[config.mk]
export PLATFORM = sky130hd
export DESIGN_NAME = lbo_cell
export DESIGN_NICKNAME = d
export VERILOG_FILES = /design/src/sv/lbo_pkg.sv /design/src/sv/lbo_cell.sv
export SDC_FILE = /design/constraint.sdc
export NUM_CORES = 1
export LEC_CHECK = 0
export ABC_AREA = 0
export BUFFER_PORTS_ARGS = -buffer_cell sky130_fd_sc_hd__buf_2
export CAP_MARGIN = 20
export CORE_AREA = 5 5 111 113
export CTS_BUF_LIST = sky130_fd_sc_hd__clkbuf_4
export DETAILED_ROUTE_END_ITERATION = 10
export DIE_AREA = 0 0 116 118
export GPL_TIMING_DRIVEN = 0
export HOLD_SLACK_MARGIN = 0.1
export PLACE_DENSITY = 0.72
export SLEW_MARGIN = 20
export SYNTH_ARGS = -nofsm -noshare
export SYNTH_HDL_FRONTEND = slang
export SYNTH_SLANG_ARGS = --single-unit
[constraint.sdc]
create_clock -name i_clk -period 4.02 [get_ports i_clk]
set_input_delay 0.201 -clock i_clk [delete_from_list [all_inputs] [get_ports i_clk]]
set_output_delay 0.201 -clock i_clk [all_outputs]
set_load 0.05 [all_outputs]
[src/sv/lbo_pkg.sv]
// Package for the lattice bond option block: types, codes, constants and helper functions.
`timescale 1ns / 1ps
`default_nettype none
package lbo_pkg;

    localparam int MAX_LEVELS_DEF = 64;
    localparam int VAL_W          = 48;
    localparam int RATE_W         = 32;
    localparam int DT_W           = 32;
    localparam int CFG_IDX_W      = 3;

    localparam logic [VAL_W-1:0] VAL_MAX = {VAL_W{1'b1}};

    // Input function codes
    localparam logic [1:0] FUNC_RATE  = 2'd0;
    localparam logic [1:0] FUNC_CPN   = 2'd1;
    localparam logic [1:0] FUNC_START = 2'd2;

    // Exercise modes
    localparam logic [1:0] MODE_EURO = 2'd0;
    localparam logic [1:0] MODE_BERM = 2'd1;
    localparam logic [1:0] MODE_AMER = 2'd2;

    // Configuration register indexes
    localparam logic [CFG_IDX_W-1:0] CFG_MODE     = 3'd0;
    localparam logic [CFG_IDX_W-1:0] CFG_EXPIRY   = 3'd1;
    localparam logic [CFG_IDX_W-1:0] CFG_MATURITY = 3'd2;
    localparam logic [CFG_IDX_W-1:0] CFG_STRIKE   = 3'd3;
    localparam logic [CFG_IDX_W-1:0] CFG_FACE     = 3'd4;
    localparam logic [CFG_IDX_W-1:0] CFG_DT       = 3'd5;

    typedef struct packed {
        logic [1:0]       func;
        logic [5:0]       level;
        logic [5:0]       node;
        logic [VAL_W-1:0] value;
    } t_in;

    typedef struct packed {
        logic [VAL_W-1:0] call_value;
        logic [VAL_W-1:0] put_value;
    } t_out;

    typedef struct packed {
        logic [VAL_W-1:0] c;
        logic [VAL_W-1:0] p;
    } t_pair;

    typedef struct packed {
        logic [RATE_W-1:0] rate;
        logic [DT_W-1:0]   dt;
        logic [VAL_W-1:0]  c_avg;
        logic [VAL_W-1:0]  p_avg;
        logic [VAL_W-1:0]  coupon;
        logic [VAL_W-1:0]  strike;
        logic              ex;
    } t_node_req;

    typedef enum logic [3:0] {
        S_IDLE, S_CADD, S_INIT, S_FILL, S_LVL, S_LCPN,
        S_RRD, S_NODE, S_NWAIT, S_ROT, S_DONE
    } t_state;

    typedef enum logic [3:0] {
        N_IDLE, N_X, N_XW, N_TF, N_TD, N_TC, N_INT, N_EL, N_EW,
        N_CH, N_CL, N_PH, N_PL, N_FIN
    } t_nstate;

    function automatic logic [VAL_W-1:0] f_sat_add(input logic [VAL_W-1:0] a,
                                                   input logic [VAL_W-1:0] b);
        logic [VAL_W:0] s;
        s = {1'b0, a} + {1'b0, b};
        return s[VAL_W] ? VAL_MAX : s[VAL_W-1:0];
    endfunction

    // Truncated exp(-f) series in Q32.32, evaluated at elaboration only.
    function automatic logic [63:0] f_series(input logic [63:0] f);
        logic signed [65:0] sum;
        logic [63:0]        term;
        sum  = 66'sh1_0000_0000;
        term = 64'h1_0000_0000;
        for (int k = 1; k <= 13; k++) begin
            term = (term * f) >> 32;
            term = term / 64'(k);
            if ((k & 1) != 0) begin
                sum = sum - $signed({2'b00, term});
            end else begin
                sum = sum + $signed({2'b00, term});
            end
        end
        return 64'(sum);
    endfunction

    function automatic logic [31:0] f_e1();
        logic [63:0] h;
        h = f_series(64'h8000_0000);
        return 32'((h * h) >> 32);
    endfunction

    localparam logic [31:0] EXP_E1 = f_e1();

    // floor(2^36 / k) for the series divisors from two upwards.
    function automatic logic [35:0] f_recip(input logic [3:0] k);
        logic [35:0] r;
        unique case (k)
            4'd2:    r = 36'd34359738368;
            4'd3:    r = 36'd22906492245;
            4'd4:    r = 36'd17179869184;
            4'd5:    r = 36'd13743895347;
            4'd6:    r = 36'd11453246122;
            4'd7:    r = 36'd9817068105;
            4'd8:    r = 36'd8589934592;
            4'd9:    r = 36'd7635497415;
            4'd10:   r = 36'd6871947673;
            4'd11:   r = 36'd6247225157;
            4'd12:   r = 36'd5726623061;
            4'd13:   r = 36'd5286113595;
            default: r = 36'd0;
        endcase
        return r;
    endfunction

endpackage
`default_nettype wire

[src/sv/lbo_cell.sv]
// One cell of the value row: holds a callable and a putable node value and shifts towards the head.
`timescale 1ns / 1ps
`default_nettype none
module lbo_cell (
    input  wire logic          i_clk,
    input  wire logic          i_load,
    input  wire logic          i_shift,
    input  wire lbo_pkg::t_pair i_load_val,
    input  wire lbo_pkg::t_pair i_next,
    output lbo_pkg::t_pair      o_val
);

    lbo_pkg::t_pair r_val;

    always_ff @(posedge i_clk) begin
        if (i_load) begin
            r_val <= i_load_val;
        end else if (i_shift) begin
            r_val <= i_next;
        end
    end

    assign o_val = r_val;

endmodule
`default_nettype wire

==> results of run 1 <==
==> metrics by stage <==
stage	std cells	hold slack (ps)	instance area, µm²	setup TNS [ps]	setup WS [ps]
global placement	636	501	5790	-2000	-27.2
floorplan	204	418	4170	0	831
detailed placement	637	504	5810	0	2010
==> kinds of logic after synthesis <==
family	share of synthesized area, %
buffers and inverters	2.07
AND/OR/NAND/NOR	0.150
flip-flops	69.2
multiplexers	28.6
==> impl_metrics.json, run 1 <==
{
  "synth_top_cell_area_share_pct": 69.2,
  "synthArstFlopShare_pct": 0,
  "ys_warn_count": 0,
  "hold_buffers": 132,
  "synth_seq_cells": 96,
  "rows": 39,
  "die_x_um": 116,
  "gp_congestion": 0.741,
  "die_y_um": 118,
  "hpwl_um": 9090,
  "synth_ff_type": "edfxtp_1",
  "ctsResizeCount": 0,
  "synth-edff-count": 96,
  "syn_area_um2": 4170,
  "clkSinkCount": 96,
  "yosys.area.top_type": "edfxtp_1",
  "haltStage": "clock tree synthesis",
  "io_buffer_count": 289,
  "synth.net_count": 399,
  "synth-seq-area-share_pct": 69.2,
  "cts_buffers": 9,
  "yosysMostFrequentCell": "edfxtp_1",
  "root_buffer": "clkbuf_4",
  "postCtsSetupRepairBufs": 0,
  "stop_error": "[ERROR RSZ-0060] Max buffer count reached.",
  "ys_types": 6,
  "ys_top_cells_by_area": "edfxtp_1 (69%), mux2_2 (18%), mux2_4 (10%)",
  "ios": 291,
  "yosys-top-cells-count": "edfxtp_1 (96), mux2_2 (67), mux2_4 (29), buf_2 (6), buf_6 (5)",
  "postSynthCellCount": 204,
  "initial_core_util_pct": 37.1,
  "htree_num_levels": 3,
  "synth.avg_cell_area_um2": 20.4,
  "clockBufferDepth": 2,
  "status": "aborted with a tool error"
}
==> inputs of run 2 (changes only) <==
--- a/config.mk
+++ b/config.mk
@@ -8,13 +8,11 @@
 export ABC_AREA = 0
 export BUFFER_PORTS_ARGS = -buffer_cell sky130_fd_sc_hd__buf_2
 export CAP_MARGIN = 20
-export CORE_AREA = 5 5 111 113
-export CTS_BUF_LIST = sky130_fd_sc_hd__clkbuf_4
+export CORE_MARGIN = 5
+export CORE_UTILIZATION = 40
 export DETAILED_ROUTE_END_ITERATION = 10
-export DIE_AREA = 0 0 116 118
 export GPL_TIMING_DRIVEN = 0
-export HOLD_SLACK_MARGIN = 0.1
-export PLACE_DENSITY = 0.72
+export PLACE_DENSITY_LB_ADDON = 0.15
 export SLEW_MARGIN = 20
 export SYNTH_ARGS = -nofsm -noshare
 export SYNTH_HDL_FRONTEND = slang
==> run 2 against run 1 <==
  * The run now ends clean
  * Synthesized cell count unchanged
  * Area after synthesis unchanged
==> impl_metrics.json, run 2 <==
{
  "timing.slew.headroom_pct": 48.3,
  "hp-class": "input pin to register",
  "syn2layout_area_growth_pct": 45.0,
  "gp_congestion": 0.832,
  "io_buffer_count": 289,
  "crit_path_max_incr_delay_ps": 650,
  "finalMaxSlewViolations": 0,
  "ys_top_cells_by_area": "edfxtp_1 (69%), mux2_2 (18%), mux2_4 (10%)",
  "synth_top_cell_area_share_pct": 69.2,
  "finalSetupViolCount": 0,
  "rows": 37,
  "cts.clk_slew.worst_paths_ps": 90,
  "clockBufferDepth": 2,
  "hpwl_um": 9440,
  "synth_ff_type": "edfxtp_1",
  "p_total_w": 0.00274,
  "ys_warn_count": 0,
  "cp_common_cell": "buf_6",
  "critPathSlowestCell": "or2_4",
  "final_cell_mix": "buf_2 (295), edfxtp_1 (96), mux2_2 (67), mux2_4 (29), clkbuf_8 (9)",
  "synth-edff-count": 96,
  "rsz0062_at_grt": "false",
  "fin_nets": 700,
  "wl_per_cell_um": 17.8,
  "synth_seq_cells": 96,
  "leakage_nw": 2.80,
  "dr_total_vias": 2910,
  "fillers": 871,
  "wirelength_um": 11500,
  "p_comb_share_pct": 27.5,
  "synth.net_count": 399,
  "layout_commonest_cell": "buf_2",
  "hold_buffers": 0,
  "power.share.switching_pct": 31.8,
  "cp.arrival_ps": 1670,
  "route.detailed.drc": 0,
  "final_core_util_pct": 59.0,
  "worstPathRequired_ps": 4060,
  "postSynthCellCount": 204,
  "synth-seq-area-share_pct": 69.2,
  "diodes": 0,
  "ys_types": 6,
  "final_area_um2": 6040,
  "ios": 291,
  "cts_buffers": 9,
  "grt_pass1_vias": 3206,
  "cts_tree": "done",
  "core_um2": 10200,
  "critPathTopFamily": "buffers and inverters",
  "initial_core_util_pct": 40.7,
  "drt_iter0_markers": 90,
  "clkSinkCount": 96,
  "firstDrtPassIters": 4,
  "finalHoldViolations": 0,
  "dp_slack_ps": 1990,
  "fmax_mhz": 613,
  "path_cells": "buf_6 > buf_6 > buf_6 > or2_4 > buf_12",
  "dpl_cell_area_um2": 5800,
  "die_y_um": 112,
  "overflow": 0,
  "power_switching_w": 0.000870,
  "crit_buf_inv": 4,
  "p_int_w": 0.00187,
  "worst_slack_ps": 2390,
  "die-area_um2": 12600,
  "max-vdd-ir-drop_mv": 0.190,
  "htree_num_levels": 3,
  "largest_register_ffs": 96,
  "die_x_um": 112,
  "postCtsSetupRepairBufs": 0,
  "syn_area_um2": 4170,
  "hold_slack_ps": 146,
  "viasPerCell": 4.50,
  "drv_cap": 0,
  "critPathCaptureType": "register",
  "synthArstFlopShare_pct": 0,
  "yosys.area.top_type": "edfxtp_1",
  "grt_max_degree": 55,
  "crit_fanout": 54,
  "ctsResizeCount": 0,
  "seq_power_share_pct": 45.9,
  "layout-drive-gt1-share_pct": 81.0,
  "cellPowerDensity_nw_per_um2": 453,
  "synth.avg_cell_area_um2": 20.4,
  "yosysMostFrequentCell": "edfxtp_1",
  "worst-setup-path-type": "input pin to register",
  "fin_crit_sh_pct": 40.6,
  "grt_pass1_wl_um": 17000,
  "grt_usage_pct": 17.7,
  "worstSetupStartpointType": "input pin",
  "antenna_found_initial": 0,
  "yosys-top-cells-count": "edfxtp_1 (96), mux2_2 (67), mux2_4 (29), buf_2 (6), buf_6 (5)",
  "min_period_ps": 1630,
  "tightest_slew_ps": 776,
  "status": "completed",
  "ant_nets": 0,
  "root_buffer": "clkbuf_8",
  "pwr-share-clk_pct": 26.7
}
==> run 2: layout make-up <==
type / count / area (µm²) / area share, %
Buffer: 11 / 86.3 / 1.43
Clock buffer: 10 / 128 / 2.11
Clock inverter: 6 / 108 / 1.78
Multi-Input combinational cell: 97 / 1200 / 19.8
Sequential cell: 96 / 2880 / 47.7
Tap cell: 136 / 170 / 2.82
Timing Repair Buffer: 290 / 1470 / 24.3
==> run 2: cells by family (layout without fill, tap and decap cells) <==
| family | count (synthesis) | after routing | synth area share (%) |
|---|---|---|---|
| DFF | 96 | 96 | 69.2 |
| muxes | 96 | 96 | 28.6 |
| buffers and inverters | 11 | 317 | 2.07 |
| and+or+nand+nor | 1 | 1 | 0.150 |
==> run 2: layer usage <==
layer	routed length, µm	track usage (%)	vias to the layer above
met4	150	6.49	0
met5	0	0	-
met1	4120	18.7	1319
met2	6050	32.5	180
li1	-	-	1400
met3	1180	6.20	11
==> run 2: path summary, 6_finish.rpt <==
kind	from	end	cells after the start
max	i_load	o_val[40]$_DFFE_PP_	5
min	i_load_val[84]	o_val[84]$_DFFE_PP_	2
==> run 2: power groups by stage <==
stage	Clock (W)	Sequential [W]	Combinational [W]
floorplan	0	0.00168	0.000129
global placement	0	0.00128	0.000752
detailed placement	0	0.00128	0.000760
CTS	0.000755	0.00125	0.000761
global route	0.000792	0.00126	0.000785
finish	0.000730	0.00125	0.000751
==> run 2: through the flow <==
| step | instances | setup TNS [ps] |
|---|---|---|
| 6_report | 646 | 0 |
| 5_1_grt | 646 | 0 |
| 4_1_cts | 646 | 0 |
| 3_5_place_dp | 630 | 0 |
| 3_3_place_gp | 629 | -5060 |
| 2_1_floorplan | 204 | 0 |
(Power assumes the default switching activity.)
==> inputs of run 3 (changes only) <==
--- a/config.mk
+++ b/config.mk
@@ -5,12 +5,12 @@
 export SDC_FILE = /design/constraint.sdc
 export NUM_CORES = 1
 export LEC_CHECK = 0
-export ABC_AREA = 0
+export ABC_AREA = 1
 export BUFFER_PORTS_ARGS = -buffer_cell sky130_fd_sc_hd__buf_2
 export CAP_MARGIN = 20
-export CORE_MARGIN = 5
-export CORE_UTILIZATION = 40
+export CORE_AREA = 5 5 111 113
 export DETAILED_ROUTE_END_ITERATION = 10
+export DIE_AREA = 0 0 116 118
 export GPL_TIMING_DRIVEN = 0
 export PLACE_DENSITY_LB_ADDON = 0.15
 export SLEW_MARGIN = 20
==> constraint.sdc (replaced) <==
create_clock -name i_clk -period 1.7 [get_ports i_clk]
set_input_delay 0.085 -clock i_clk [delete_from_list [all_inputs] [get_ports i_clk]]
set_output_delay 0.085 -clock i_clk [all_outputs]
set_load 0.05 [all_outputs]
==> run 3 against run 2 <==
  * Via count rose by 29%
  * Cell area up 0.12%
  * Critical path type unchanged
  * Routed wire length is 9.6% higher
  * Count of clock-buffer cells in the layout unchanged
  * Non-clock buffer count is 10 higher
  * Clock power rose to 2.6 times the previous value
==> impl_metrics.json, run 3 <==
{
  "power_switching_w": 0.00219,
  "die_y_um": 118,
  "overflow": 0,
  "initial_core_util_pct": 36.7,
  "synth.net_count": 602,
  "drt_iter0_markers": 120,
  "synth_top_cell_area_share_pct": 69.9,
  "core_um2": 11200,
  "hpwl_um": 9920,
  "wirelength_um": 12600,
  "grt_max_degree": 54,
  "tightest_slew_ps": 743,
  "die-area_um2": 13700,
  "status": "completed",
  "yosys-top-cells-count": "nand2_1 (288), edfxtp_1 (96), buf_2 (14), buf_6 (6)",
  "cts_buffers": 9,
  "ys_types": 7,
  "synth.avg_cell_area_um2": 10.1,
  "worst-setup-path-type": "input pin to register",
  "postCtsSetupRepairBufs": 0,
  "drv_cap": 0,
  "crit_fanout": 53,
  "synth-seq-area-share_pct": 69.9,
  "diodes": 0,
  "firstDrtPassIters": 5,
  "final.setup.tns_ps": 0,
  "htree_num_levels": 3,
  "finalHoldViolations": 0,
  "power.share.switching_pct": 32.9,
  "leakage_nw": 3.23,
  "min_period_ps": 1400,
  "yosys.area.top_type": "edfxtp_1",
  "layout_commonest_cell": "buf_2",
  "die_x_um": 116,
  "hp-class": "input pin to register",
  "fmax_mhz": 716,
  "worstSetupStartpointType": "input pin",
  "dr_total_vias": 3742,
  "critPathSlowestCell": "or2_4",
  "synth_ff_type": "edfxtp_1",
  "worstPathRequired_ps": 1710,
  "ys_top_cells_by_area": "edfxtp_1 (70%), nand2_1 (26%), buf_2 (1.7%)",
  "critPathTopFamily": "buffers and inverters",
  "rows": 39,
  "cellPowerDensity_nw_per_um2": 1100,
  "pwr-share-clk_pct": 29.1,
  "clockBufferDepth": 2,
  "fin_nets": 903,
  "synth-edff-count": 96,
  "cts.clk_slew.worst_paths_ps": 70,
  "yosysMostFrequentCell": "nand2_1",
  "viasPerCell": 4.38,
  "max-vdd-ir-drop_mv": 0.445,
  "layout-drive-gt1-share_pct": 45.5,
  "ant_nets": 0,
  "syn2layout_area_growth_pct": 46.7,
  "critPathCaptureType": "register",
  "synthArstFlopShare_pct": 0,
  "rsz0062_at_grt": "false",
  "final_cell_mix": "buf_2 (303), nand2_1 (288), edfxtp_1 (96), clkbuf_16 (9), buf_6 (6)",
  "ctsResizeCount": 0,
  "cp.arrival_ps": 1410,
  "grt_pass1_vias": 3732,
  "syn_area_um2": 4120,
  "crit_buf_inv": 3,
  "final_core_util_pct": 53.9,
  "gp_congestion": 0.793,
  "ys_warn_count": 0,
  "root_buffer": "clkbuf_16",
  "fin_crit_sh_pct": 82.2,
  "cts_tree": "done",
  "io_buffer_count": 289,
  "p_comb_share_pct": 26.3,
  "route.detailed.drc": 0,
  "antenna_found_initial": 2,
  "largest_register_ffs": 96,
  "grt_pass1_wl_um": 18800,
  "wl_per_cell_um": 14.7,
  "seq_power_share_pct": 44.6,
  "hold_buffers": 0,
  "p_int_w": 0.00446,
  "synth_seq_cells": 96,
  "path_cells": "buf_4 > buf_6 > or2_4 > buf_12",
  "ios": 291,
  "clkSinkCount": 96,
  "postSynthCellCount": 407,
  "timing.slew.headroom_pct": 50.5,
  "crit_path_max_incr_delay_ps": 610,
  "finalSetupViolCount": 0,
  "grt_usage_pct": 17.8,
  "finalMaxSlewViolations": 0
}
[run 3: cell types whose count changed in the layout (fill, tap and decap cells not counted), moves of 3 or more]
cell	change
clkinv_1	+3
clkbuf_8	-9
nand2_1	+288
mux2_2	-67
buf_2	+8
clkbuf_16	+9
mux2_4	-29
[run 3: final timing paths]
check        from                   to  slack (ps)  depth (start not counted)
max        i_load  o_val[56]$_DFFE_PP_         300                          4
min    i_next[45]  o_val[45]$_DFFE_PP_          10                          3
[run 3: area by class of cell]
cell class / count / area, µm²
plain buffers: 21 / 145
clock buffers: 10 / 229
clock inverters: 5 / 48.8
fillers: 1029 / 5180
inverters: 1 / 6.26
multi-input cells: 289 / 1090
flip-flops and latches: 96 / 2880
well taps: 143 / 179
repair buffers: 290 / 1470
[run 3: cells by family (layout without fill, tap and decap cells)]
logic type,after synthesis,after routing,share of synthesized area [%]
DFF,96,96,69.9
buffers and inverters,22,327,3.67
and+or+nand+nor,289,289,26.4
[run 3: tightest hold or removal path, delay by kind of cell]
family	cells	cell delay [ps]
and+or+nand+nor	2	90
buffers and inverters	1	70
[run 3: power by group through the flow]
stage / clock network (W) / logic [W] / registers [W]
final: 0.00193 / 0.00175 / 0.00297
after global placement: 0 / 0.00175 / 0.00301
after floorplan: 0 / 0.000261 / 0.00396
after detailed placement: 0 / 0.00177 / 0.00301
after CTS: 0.00197 / 0.00177 / 0.00297
after global routing: 0.00207 / 0.00186 / 0.00299
[run 3: metal layers]
layer / vias to the layer above / GRT usage, % / wire length [µm]
li1: 1906 / - / -
met1: 1591 / 19.8 / 4600
met2: 210 / 30.2 / 6100
met3: 31 / 6.89 / 1540
met4: 4 / 7.11 / 331
met5: - / 0 / 26
[run 3: through the flow]
stage                     std cells  cell area, µm²  hold WS, ps  power, W  setup slack, ps
after floorplan                 407            4120          264   0.00422              214
final                           855            6050         13.5   0.00665              303
after detailed placement        840            5770          353   0.00478             -106
after CTS                       855            6050         4.28   0.00671              244
after global placement          839            5750          349   0.00476             -229
after global routing            855            6050         12.7   0.00692              209
