<file path="src/sv/lbo_pkg.sv">
// Package for the lattice bond option block: types, codes, constants and helper functions.
`timescale 1ns / 1ps
`default_nettype none
package lbo_pkg;

    localparam int MAX_LEVELS_DEF = 64;
    localparam int VAL_W          = 48;
    localparam int RATE_W         = 32;
    localparam int DT_W           = 32;
    localparam int CFG_IDX_W      = 3;

    localparam logic [VAL_W-1:0] VAL_MAX = {VAL_W{1'b1}};

    // Input function codes
    localparam logic [1:0] FUNC_RATE  = 2'd0;
    localparam logic [1:0] FUNC_CPN   = 2'd1;
    localparam logic [1:0] FUNC_START = 2'd2;

    // Exercise modes
    localparam logic [1:0] MODE_EURO = 2'd0;
    localparam logic [1:0] MODE_BERM = 2'd1;
    localparam logic [1:0] MODE_AMER = 2'd2;

    // Configuration register indexes
    localparam logic [CFG_IDX_W-1:0] CFG_MODE     = 3'd0;
    localparam logic [CFG_IDX_W-1:0] CFG_EXPIRY   = 3'd1;
    localparam logic [CFG_IDX_W-1:0] CFG_MATURITY = 3'd2;
    localparam logic [CFG_IDX_W-1:0] CFG_STRIKE   = 3'd3;
    localparam logic [CFG_IDX_W-1:0] CFG_FACE     = 3'd4;
    localparam logic [CFG_IDX_W-1:0] CFG_DT       = 3'd5;

    typedef struct packed {
        logic [1:0]       func;
        logic [5:0]       level;
        logic [5:0]       node;
        logic [VAL_W-1:0] value;
    } t_in;

    typedef struct packed {
        logic [VAL_W-1:0] call_value;
        logic [VAL_W-1:0] put_value;
    } t_out;

    typedef struct packed {
        logic [VAL_W-1:0] c;
        logic [VAL_W-1:0] p;
    } t_pair;

    typedef struct packed {
        logic [RATE_W-1:0] rate;
        logic [DT_W-1:0]   dt;
        logic [VAL_W-1:0]  c_avg;
        logic [VAL_W-1:0]  p_avg;
        logic [VAL_W-1:0]  coupon;
        logic [VAL_W-1:0]  strike;
        logic              ex;
    } t_node_req;

    typedef enum logic [3:0] {
        S_IDLE, S_CADD, S_INIT, S_FILL, S_LVL, S_LCPN,
        S_RRD, S_NODE, S_NWAIT, S_ROT, S_DONE
    } t_state;

    typedef enum logic [3:0] {
        N_IDLE, N_X, N_XW, N_TF, N_TD, N_TC, N_INT, N_EL, N_EW,
        N_CH, N_CL, N_PH, N_PL, N_FIN
    } t_nstate;

    function automatic logic [VAL_W-1:0] f_sat_add(input logic [VAL_W-1:0] a,
                                                   input logic [VAL_W-1:0] b);
        logic [VAL_W:0] s;
        s = {1'b0, a} + {1'b0, b};
        return s[VAL_W] ? VAL_MAX : s[VAL_W-1:0];
    endfunction

    // Truncated exp(-f) series in Q32.32, evaluated at elaboration only.
    function automatic logic [63:0] f_series(input logic [63:0] f);
        logic signed [65:0] sum;
        logic [63:0]        term;
        sum  = 66'sh1_0000_0000;
        term = 64'h1_0000_0000;
        for (int k = 1; k <= 13; k++) begin
            term = (term * f) >> 32;
            term = term / 64'(k);
            if ((k & 1) != 0) begin
                sum = sum - $signed({2'b00, term});
            end else begin
                sum = sum + $signed({2'b00, term});
            end
        end
        return 64'(sum);
    endfunction

    function automatic logic [31:0] f_e1();
        logic [63:0] h;
        h = f_series(64'h8000_0000);
        return 32'((h * h) >> 32);
    endfunction

    localparam logic [31:0] EXP_E1 = f_e1();

    // floor(2^36 / k) for the series divisors from two upwards.
    function automatic logic [35:0] f_recip(input logic [3:0] k);
        logic [35:0] r;
        unique case (k)
            4'd2:    r = 36'd34359738368;
            4'd3:    r = 36'd22906492245;
            4'd4:    r = 36'd17179869184;
            4'd5:    r = 36'd13743895347;
            4'd6:    r = 36'd11453246122;
            4'd7:    r = 36'd9817068105;
            4'd8:    r = 36'd8589934592;
            4'd9:    r = 36'd7635497415;
            4'd10:   r = 36'd6871947673;
            4'd11:   r = 36'd6247225157;
            4'd12:   r = 36'd5726623061;
            4'd13:   r = 36'd5286113595;
            default: r = 36'd0;
        endcase
        return r;
    endfunction

endpackage
`default_nettype wire

</file>
<file path="src/sv/lbo_node.sv">
// Node unit: discount factor by series and repeated multiply, scaling, coupon and exercise clamp.
`timescale 1ns / 1ps
`default_nettype none
module lbo_node (
    input  wire logic              i_clk,
    input  wire logic              i_rst_n,
    input  wire logic              i_start,
    input  wire lbo_pkg::t_node_req i_req,
    output logic                   o_done,
    output lbo_pkg::t_pair          o_res
);

    lbo_pkg::t_nstate   r_state, n_state;
    lbo_pkg::t_node_req r_req;
    lbo_pkg::t_pair     r_res;
    logic               r_done;
    logic [68:0]        r_prod;
    logic [32:0]        mul_a;
    logic [35:0]        mul_b;
    logic [9:0]         r_p;
    logic [31:0]        r_f;
    logic [32:0]        r_term;
    logic signed [34:0] r_sum;
    logic [3:0]         r_k;
    logic [32:0]        r_r;
    logic [63:0]        r_a;
    logic [47:0]        r_cs;

    logic [31:0]        w_t;
    logic [31:0]        w_q0;
    logic [35:0]        w_rem;
    logic [31:0]        w_q;
    logic [47:0]        w_cs;
    logic [47:0]        w_ps;
    logic [47:0]        w_c;
    logic [47:0]        w_p;

    function automatic logic [47:0] f_scale(input logic [63:0] a, input logic [47:0] b);
        logic [64:0] s;
        s = 65'(a >> 16) + ((65'({a[15:0], 16'h0000}) + 65'(b)) >> 32);
        return s[47:0];
    endfunction

    always_ff @(posedge i_clk) begin
        if (!i_rst_n) begin
            r_state <= lbo_pkg::N_IDLE;
        end else begin
            r_state <= n_state;
        end
    end

    always_comb begin
        n_state = r_state;
        mul_a   = '0;
        mul_b   = '0;
        unique case (r_state)
            lbo_pkg::N_IDLE: begin
                if (i_start) n_state = lbo_pkg::N_X;
            end
            lbo_pkg::N_X: begin
                mul_a   = {1'b0, r_req.rate};
                mul_b   = {4'h0, r_req.dt};
                n_state = lbo_pkg::N_XW;
            end
            lbo_pkg::N_XW: n_state = lbo_pkg::N_TF;
            lbo_pkg::N_TF: begin
                mul_a   = r_term;
                mul_b   = {4'h0, r_f};
                n_state = lbo_pkg::N_TD;
            end
            lbo_pkg::N_TD: begin
                if (r_k == 4'd1) begin
                    n_state = lbo_pkg::N_TF;
                end else begin
                    mul_a   = {1'b0, w_t};
                    mul_b   = lbo_pkg::f_recip(r_k);
                    n_state = lbo_pkg::N_TC;
                end
            end
            lbo_pkg::N_TC: n_state = (r_k == 4'd13) ? lbo_pkg::N_INT : lbo_pkg::N_TF;
            lbo_pkg::N_INT: n_state = lbo_pkg::N_EL;
            lbo_pkg::N_EL: begin
                if (r_p != '0 && r_r != '0) begin
                    mul_a   = r_r;
                    mul_b   = {4'h0, lbo_pkg::EXP_E1};
                    n_state = lbo_pkg::N_EW;
                end else begin
                    n_state = lbo_pkg::N_CH;
                end
            end
            lbo_pkg::N_EW: n_state = lbo_pkg::N_EL;
            lbo_pkg::N_CH: begin
                mul_a   = {1'b0, r_req.c_avg[47:16]};
                mul_b   = {4'h0, r_r[31:0]};
                n_state = lbo_pkg::N_CL;
            end
            lbo_pkg::N_CL: begin
                mul_a   = {17'h0, r_req.c_avg[15:0]};
                mul_b   = {4'h0, r_r[31:0]};
                n_state = lbo_pkg::N_PH;
            end
            lbo_pkg::N_PH: begin
                mul_a   = {1'b0, r_req.p_avg[47:16]};
                mul_b   = {4'h0, r_r[31:0]};
                n_state = lbo_pkg::N_PL;
            end
            lbo_pkg::N_PL: begin
                mul_a   = {17'h0, r_req.p_avg[15:0]};
                mul_b   = {4'h0, r_r[31:0]};
                n_state = lbo_pkg::N_FIN;
            end
            lbo_pkg::N_FIN: n_state = lbo_pkg::N_IDLE;
            default: n_state = lbo_pkg::N_IDLE;
        endcase
    end

    // Division of a series term by k: reciprocal estimate, then at most one correction.
    assign w_t   = r_prod[63:32];
    assign w_q0  = r_prod[67:36];
    assign w_rem = {4'h0, r_term[31:0]} - (36'(w_q0) * 36'(r_k));
    assign w_q   = (w_rem >= 36'(r_k)) ? w_q0 + 32'd1 : w_q0;

    // A factor of one or more leaves the value as it is.
    assign w_cs = r_r[32] ? r_req.c_avg : r_cs;
    assign w_ps = r_r[32] ? r_req.p_avg : f_scale(r_a, r_prod[47:0]);

    always_comb begin
        w_c = lbo_pkg::f_sat_add(w_cs, r_req.coupon);
        w_p = lbo_pkg::f_sat_add(w_ps, r_req.coupon);
        if (r_req.ex) begin
            if (w_c > r_req.strike) w_c = r_req.strike;
            if (w_p < r_req.strike) w_p = r_req.strike;
        end
    end

    always_ff @(posedge i_clk) begin
        if (!i_rst_n) begin
            r_done <= 1'b0;
        end else begin
            r_done <= (r_state == lbo_pkg::N_FIN);
        end
    end

    always_ff @(posedge i_clk) begin
        r_prod <= 69'(mul_a) * 69'(mul_b);
        unique case (r_state)
            lbo_pkg::N_IDLE: begin
                if (i_start) r_req <= i_req;
            end
            lbo_pkg::N_XW: begin
                r_p    <= r_prod[63:54];
                r_f    <= r_prod[53:22];
                r_term <= 33'h1_0000_0000;
                r_sum  <= 35'sh1_0000_0000;
                r_k    <= 4'd1;
            end
            lbo_pkg::N_TD: begin
                r_term <= {1'b0, w_t};
                if (r_k == 4'd1) begin
                    r_sum <= r_sum - $signed({3'b000, w_t});
                    r_k   <= 4'd2;
                end
            end
            lbo_pkg::N_TC: begin
                r_term <= {1'b0, w_q};
                if (r_k[0]) begin
                    r_sum <= r_sum - $signed({3'b000, w_q});
                end else begin
                    r_sum <= r_sum + $signed({3'b000, w_q});
                end
                r_k <= r_k + 4'd1;
            end
            lbo_pkg::N_INT: r_r <= r_sum[34] ? 33'h0 : r_sum[32:0];
            lbo_pkg::N_EW: begin
                r_r <= {1'b0, r_prod[63:32]};
                r_p <= r_p - 10'd1;
            end
            lbo_pkg::N_CL: r_a <= r_prod[63:0];
            lbo_pkg::N_PH: r_cs <= f_scale(r_a, r_prod[47:0]);
            lbo_pkg::N_PL: r_a <= r_prod[63:0];
            lbo_pkg::N_FIN: begin
                r_res.c <= w_c;
                r_res.p <= w_p;
            end
            default: ;
        endcase
    end

    assign o_done = r_done;
    assign o_res  = r_res;

endmodule
`default_nettype wire

</file>
<file path="config.mk">
export PLATFORM = sky130hd
export DESIGN_NAME = lbo_node
export DESIGN_NICKNAME = d
export VERILOG_FILES = /design/src/sv/lbo_pkg.sv /design/src/sv/lbo_node.sv
export SDC_FILE = /design/constraint.sdc
export NUM_CORES = 2
export LEC_CHECK = 0
export BUFFER_PORTS_ARGS = -buffer_cell sky130_fd_sc_hd__buf_4
export CAP_MARGIN = 20
export CORE_MARGIN = 1.5
export CORE_UTILIZATION = 30
export CTS_CLUSTER_SIZE = 16
export DETAILED_ROUTE_END_ITERATION = 6
export PLACE_DENSITY = 0.54
export RECOVER_POWER = 100
export SETUP_SLACK_MARGIN = 0.5
export SLEW_MARGIN = 0
export SYNTH_ARGS = -nofsm -noshare
export SYNTH_HDL_FRONTEND = slang
export SYNTH_SLANG_ARGS = --single-unit
</file>
<file path="constraint.sdc">
create_clock -name i_clk -period 33.6 [get_ports i_clk]
set_input_delay 3.36 -clock i_clk [delete_from_list [all_inputs] [get_ports i_clk]]
set_output_delay 3.36 -clock i_clk [all_outputs]
set_load 0.01 [all_outputs]
</file>
Yosys cells after proc, flatten, opt, wreduce, memory -nomap -nowiden
Memory sizes are Yosys's and may differ from the RTL's. A register that Yosys moved wholly into a read port is not among the register bits.
Cells that the tools add are included.
Widths: inputs -> output; s select.

storage, ports and cells
  register bits after elaboration = 685
  bits in read-only memories = 576
  bits of input ports = 260
  word-level logic and storage cells = 96
  memories kept = 1

operators by class
  add/sub/neg operators = 11
  multiply operators = 2
  $lt $le $gt $ge = 3
  equal/unequal tests = 17
  muxes and demuxes = 30
  reductions and logical operators = 12

memory list
  name             depth  width  rd ports  clocked after memory_dff  wr ports  RTL line        source
  (no name shown)  16     36     1         1                         0         lbo_pkg.sv:105  unique case (k)

operators by type and width
  operator               count
  $mux 48                8
  $pmux 33 s8            1
  $pmux 36 s5            1
  $pmux 35 s3            1
  $pmux 33 s3            1
  $add 48x48->49         2
  $mux 35                2
  $sub 35x33->35         2
  $mul 33x36->68         1
  $mux 33                2
  $pmux 33 s2            1
  $mux 32                2
  $add 32x48->49         1
  $add 48x17->48         1
  $gt 48x48->1           1
  $lt 48x48->1           1
  $pmux 4 s12            1
  $ge 36x4->1            1
  $mul 32x4->36          1
  $mux 36                1
  $sub 32x36->36         1
  $add 35x33->35         1
  $reduce_bool 33->1     1
  $add 32x1->32 const B  1
  other kinds (21)       39

Depth between registers and ports, before layout
  depth after elaboration = 8
  mapped depth = 67
  depth with buffers taken out = 63

Worst setup path after synthesis
OpenSTA, ideal clock, no wires.

  path type = register -> register
  from = register r_a[1]
  to = register r_res (netlist bit o_res[38]) (data pin)
  setup time = 260 ps
  arrival time = 12122 ps
  required time = 33340 ps
  setup slack = 21218 ps
  stages on the path, launching flop included = 65
  buffers on the path = 5
  clock period less this slack = 12382 ps
  path through = edfxtp_1 -> ha_1 -> a31o_2 -> a21o_1 -> a21o_1 -> a21o_1 -> a21o_1 -> a21o_1 -> a21o_1 -> a21oi_1 -> nor2b_1 -> o21ai_0 -> a21oi_1 -> a221o_1 -> and2_0 -> and4_1 -> buf_1 -> xor2_1 -> [29 not listed] -> clkbuf_1 -> nand2_1 -> ha_1 -> a21o_1 -> a21o_1 -> a21oi_1 -> nor2b_1 -> o21ai_0 -> nand2b_1 -> a21oi_1 -> nor2b_1 -> o21ai_0 -> o211ai_1 -> a2111oi_0 -> o31a_1 -> buf_2 -> buf_2 -> mux2_2

between the ends
  cells in the longest elaborated chain, start to end = 8

ends and longest elaborated chain
  element                 RTL line         source
  start, declared         lbo_node.sv:26   logic [63:0] r_a;
  start signal, assigned  lbo_node.sv:178  lbo_pkg::N_CL: r_a <= r_prod[63:0];
  start signal, assigned  lbo_node.sv:180  lbo_pkg::N_PL: r_a <= r_prod[63:0];
  $add 32x48->49 (*)      lbo_node.sv:40   s = 65'(a >> 16) + ((65'({a[15:0], 16'h0000}) + 65'(b)) >> 32);
  $add 48x17->48 (*)      lbo_node.sv:40
  $mux 48 (*)             lbo_node.sv:125  assign w_ps = r_r[32] ? r_req.p_avg : f_scale(r_a, r_prod[47:0]);
  $add 48x48->49 (*)      lbo_pkg.sv:72    s = {1'b0, a} + {1'b0, b};
  $mux 48 (*)             lbo_pkg.sv:73    return s[VAL_W] ? VAL_MAX : s[VAL_W-1:0];
  $lt 48x48->1            lbo_node.sv:132  if (w_p < r_req.strike) w_p = r_req.strike;
  $mux 48                 lbo_node.sv:132
  $mux 48 (*)             lbo_node.sv:130  if (r_req.ex) begin
  net w_p[38]             lbo_node.sv:36   logic [47:0] w_p;
  end, declared           lbo_node.sv:15   lbo_pkg::t_pair r_res;

Mark *: on every way through the listed nets, which the timed path passes. The rest lies on a longest branch.
A chain may end at the register's enable or synchronous reset.

Worst setup path in the final report
  from = register r_a[1]
  to = register r_res (netlist bit o_res[44]) (data pin)

Same word-level chain as after synthesis.

==> flow_summary.rst <==
.. list-table::
   :header-rows: 1

   * - Metric
     - Value
   * - # hold bufs at CTS
     - 0
   * - Starting utilization of the core area
     - 0.301
   * - Wire length of the first global-routing pass
     - 436000 um
   * - Fraction of power consumed by the clock network
     - 0.165
   * - Cell count of the worst hold path
     - 0
   * - Post-layout util
     - 0.334
   * - Dpl hpwl
     - 235000 um
   * - Maxcap violations
     - 33
   * - Number of DRC violations after detailed-routing iteration 0
     - 5470
   * - Maximum frequency from static timing analysis
     - 54.9 MHz
   * - Sequential Power Share
     - 0.205
   * - Final worst path period need
     - 18230 ps
   * - Placed cell area
     - 87400 um^2
   * - Worst reg2reg path depth
     - 63
   * - Async set or reset register ratio after synthesis
     - 0
   * - Average vias per placed instance
     - 5.16
   * - Final Total Pwr
     - 0.00612 W
   * - H-tree levels
     - 3
   * - Maximum fanout along the worst path
     - 44
   * - Die height
     - 522 um
   * - Leakage power total
     - 37.6 nW
   * - Logic pwr share
     - 0.630
   * - Worst hold slack across all endpoints
     - 386 ps
   * - Residual DRC
     - 0
   * - Required time of the worst setup path
     - 34060 ps
   * - Flop-to-flop setup slack
     - 15370 ps
   * - Critical path startpoint
     - r_a[1]
   * - Initial antenna violation count
     - 23
   * - Placer Congestion
     - 0.926
   * - Iteration count of the initial detailed-routing pass
     - 6
   * - Area of the core region
     - 268000 um^2
   * - Reg2reg start
     - r_a[1]
   * - Worst path most repeated cell
     - a21o_1
   * - Grt ovf
     - 0
   * - Remaining number of nets flagged by the antenna check after routing
     - 0
   * - Total Die Area
     - 272000 um^2
   * - Clock edge transition at the registers on the reported setup and hold paths
     - 70 ps
   * - Detailed Route WL
     - 298000 um
   * - Dominant register cell in the synthesized netlist
     - edfxtp_1
   * - Count of different cell masters after synthesis
     - 109
   * - CTS Buf Count
     - 83
   * - Cell with the largest stage delay on the worst path
     - clkbuf_1
   * - Power dissipated by switching net loads
     - 0.00307 W
   * - Buffers from clock root to sink, at most
     - 3
   * - Area of all placed cells without fillers
     - 89300 um^2
   * - Internal Power
     - 0.00305 W
   * - Worst IR Drop VDD
     - 0.0669 mV
   * - Largest incremental delay on the critical path
     - 1720 ps
   * - Pin count of the biggest net entering global routing
     - 87
   * - Hold Fails Final Rpt
     - 0
   * - Total GRT Usage
     - 0.217
   * - Final slew viol count
     - 1296
   * - Post-route clock period utilization
     - 0.542
   * - Number of buffers added on ports
     - 356
   * - Failing checks
     - capacitance limit, slew limit
   * - Clock root buffer
     - clkbuf_16
   * - Type of element capturing the critical path
     - flip-flop
   * - Most used cells in the layout excluding fill and tap cells
     - nand2_1 (1496), inv_1 (1339), fa_1 (1144)
   * - Sink Count
     - 706
   * - Type of element launching the critical path
     - flip-flop
   * - Unrepaired setup endpoints after global routing
     - no
   * - Layout cells sized above 1
     - 0.0681
   * - Total I/O pin count
     - 357
   * - Critical path start-end classification
     - reg -> reg
   * - Synthesis warning total
     - 0
   * - Final setup violation count
     - 0
   * - Placement row count
     - 190
   * - Number of setup buffers added after CTS
     - 0
   * - Startpoint of the worst hold path
     - r_prod[0]
   * - Power per standard cell area
     - 68.5 nW/um^2
   * - Via count of the first global-routing pass
     - 64815
   * - Path class of the lowest-slack min-delay path
     - reg -> reg
   * - Synth Register Bits
     - 706
   * - Chip width
     - 522 um
   * - Number of resized instances in the post-cts repair step
     - 0
   * - Sequential-to-total area share from yosys stat
     - 0.251
   * - Sw Ratio
     - 0.501
   * - Most common cell after layout, fill and taps aside
     - nand2_1
   * - Data arrival at the endpoint of the critical path
     - 18690 ps
   * - Net total in the final layout
     - 10525
   * - Worst slew pin tran
     - 4120 ps
   * - Clock tree from TritonCTS
     - yes
   * - Worst skew pair latency
     - 740 ps
   * - Max-slew headroom at the worst pin
     - -1.75
   * - Setup TNS
     - 0 ps
   * - Setup skew after layout
     - 59.6 ps
   * - Synthesized cell area
     - 80700 um^2
   * - Total vias in the final route
     - 62751
   * - Count of flip-flops with a built-in enable after synthesis
     - 612
   * - Synth-to-layout area growth
     - 10.7%
   * - Gate count of the mapped netlist
     - 8358
   * - Routed length per instance
     - 24.5 um
   * - Result of the run
     - finished, violations left
   * - Post-Synthesis Mean Instance Area
     - 9.65 um^2
==> synthesized netlist by cell type (all sizes together), types with 18 or more instances <==
cell | number | area share
and3 | 59 | 0.0046
a221o | 20 | 0.0025
nor3 | 82 | 0.0051
nand3 | 74 | 0.0046
edfxtp | 612 | 0.23
nor2b | 52 | 0.0040
buf | 32 | 0.0022
and2 | 184 | 0.014
a22oi | 86 | 0.0080
nor2 | 315 | 0.015
a31oi | 85 | 0.0067
o21ai | 212 | 0.013
inv | 1339 | 0.062
xnor2 | 153 | 0.017
ha | 583 | 0.090
a21boi | 18 | 0.0017
a222oi | 27 | 0.0033
o21bai | 35 | 0.0033
clkbuf | 375 | 0.018
a21o | 136 | 0.013
a21oi | 301 | 0.019
o21a | 40 | 0.0037
nand4 | 81 | 0.0063
xor2 | 167 | 0.018
mux2 | 151 | 0.021
nand2b | 95 | 0.0074
nor4 | 24 | 0.0021
fa | 1144 | 0.28
or3 | 23 | 0.0019
mux2i | 25 | 0.0031
dfxtp | 94 | 0.023
o31ai | 23 | 0.0022
a211oi | 19 | 0.0019
nand2 | 1501 | 0.070
or2 | 20 | 0.0016
==> through the flow <==
| stage | setup WS (ps) | instances |
|---|---|---|
| floorplan | 21220 | 8359 |
| global placement | 18670 | 12001 |
| detailed placement | 18710 | 12003 |
| CTS | 18650 | 12159 |
| global route | 14090 | 12163 |
| finish | 15370 | 12169 |
==> flip-flops by register name, summed over array words and instances (netlist names), named ones only <==
signal and count:
r_sum 35, o_done 1, r_prod 68, r_term 33, r_req 257, r_state 4
r_k 4, o_res 96, r_a 64, r_p 10, r_r 33, r_cs 48
r_f 32
==> worst max-delay path: cells and delay by family (launching register included) <==
family          cells  cell delay [ps]
buf+inv             4             4100
fa+ha+maj           4             1400
xor+xnor            2              290
mux                 2              730
simple gates       14             2320
compound gates     37             8660
flops               1              370
==> final cells by class <==
class	instances	area, um^2
repair buffers	502	2770
fillers	27655	178000
multi-input cells	5905	53800
clock inverters	55	704
diodes	8	20.0
flip-flops and latches	706	20300
inverters	1340	5030
clock buffers	101	2270
well taps	3552	4440
==> path summary, 6_finish.rpt <==
path          endpoint
max          o_res[44]
min             r_a[0]
max reg2reg  o_res[44]
min reg2reg     r_a[0]
==> layer usage <==
layer  wire (um)  global-route usage
met5          35                   0
met4       14500              0.0971
met3       21400              0.0276
met2      133000               0.343
met1      129000               0.296
==> logic make-up (layout without fill, tap and decap cells) <==
| family | count (synthesis) | count (layout) | share of synthesized area |
|---|---|---|---|
| and+or+nand+nor | 2567 | 2567 | 0.143 |
| buffers and inverters | 1748 | 1998 | 0.0824 |
| adders and majority gates | 1727 | 1727 | 0.374 |
| AOI/OAI and AO/OA | 1111 | 1111 | 0.0902 |
| DFF | 706 | 706 | 0.251 |
| xor gates and xnor gates | 321 | 321 | 0.0351 |
| muxes | 176 | 176 | 0.0242 |
| other | 2 | 11 | 0.0000931 |
==> power groups by stage <==
| stage | sequential [W] | clock [W] | combinational, W |
|---|---|---|---|
| after detailed placement | 0.00126 | 0 | 0.00383 |
| final | 0.00126 | 0.00101 | 0.00385 |
| after floorplan | 0.00119 | 0 | 0.00258 |
| after CTS | 0.00125 | 0.00103 | 0.00386 |
| after global placement | 0.00126 | 0 | 0.00382 |
| after global routing | 0.00126 | 0.00105 | 0.00422 |
No activity file was read; power rests on OpenSTA's default activity.
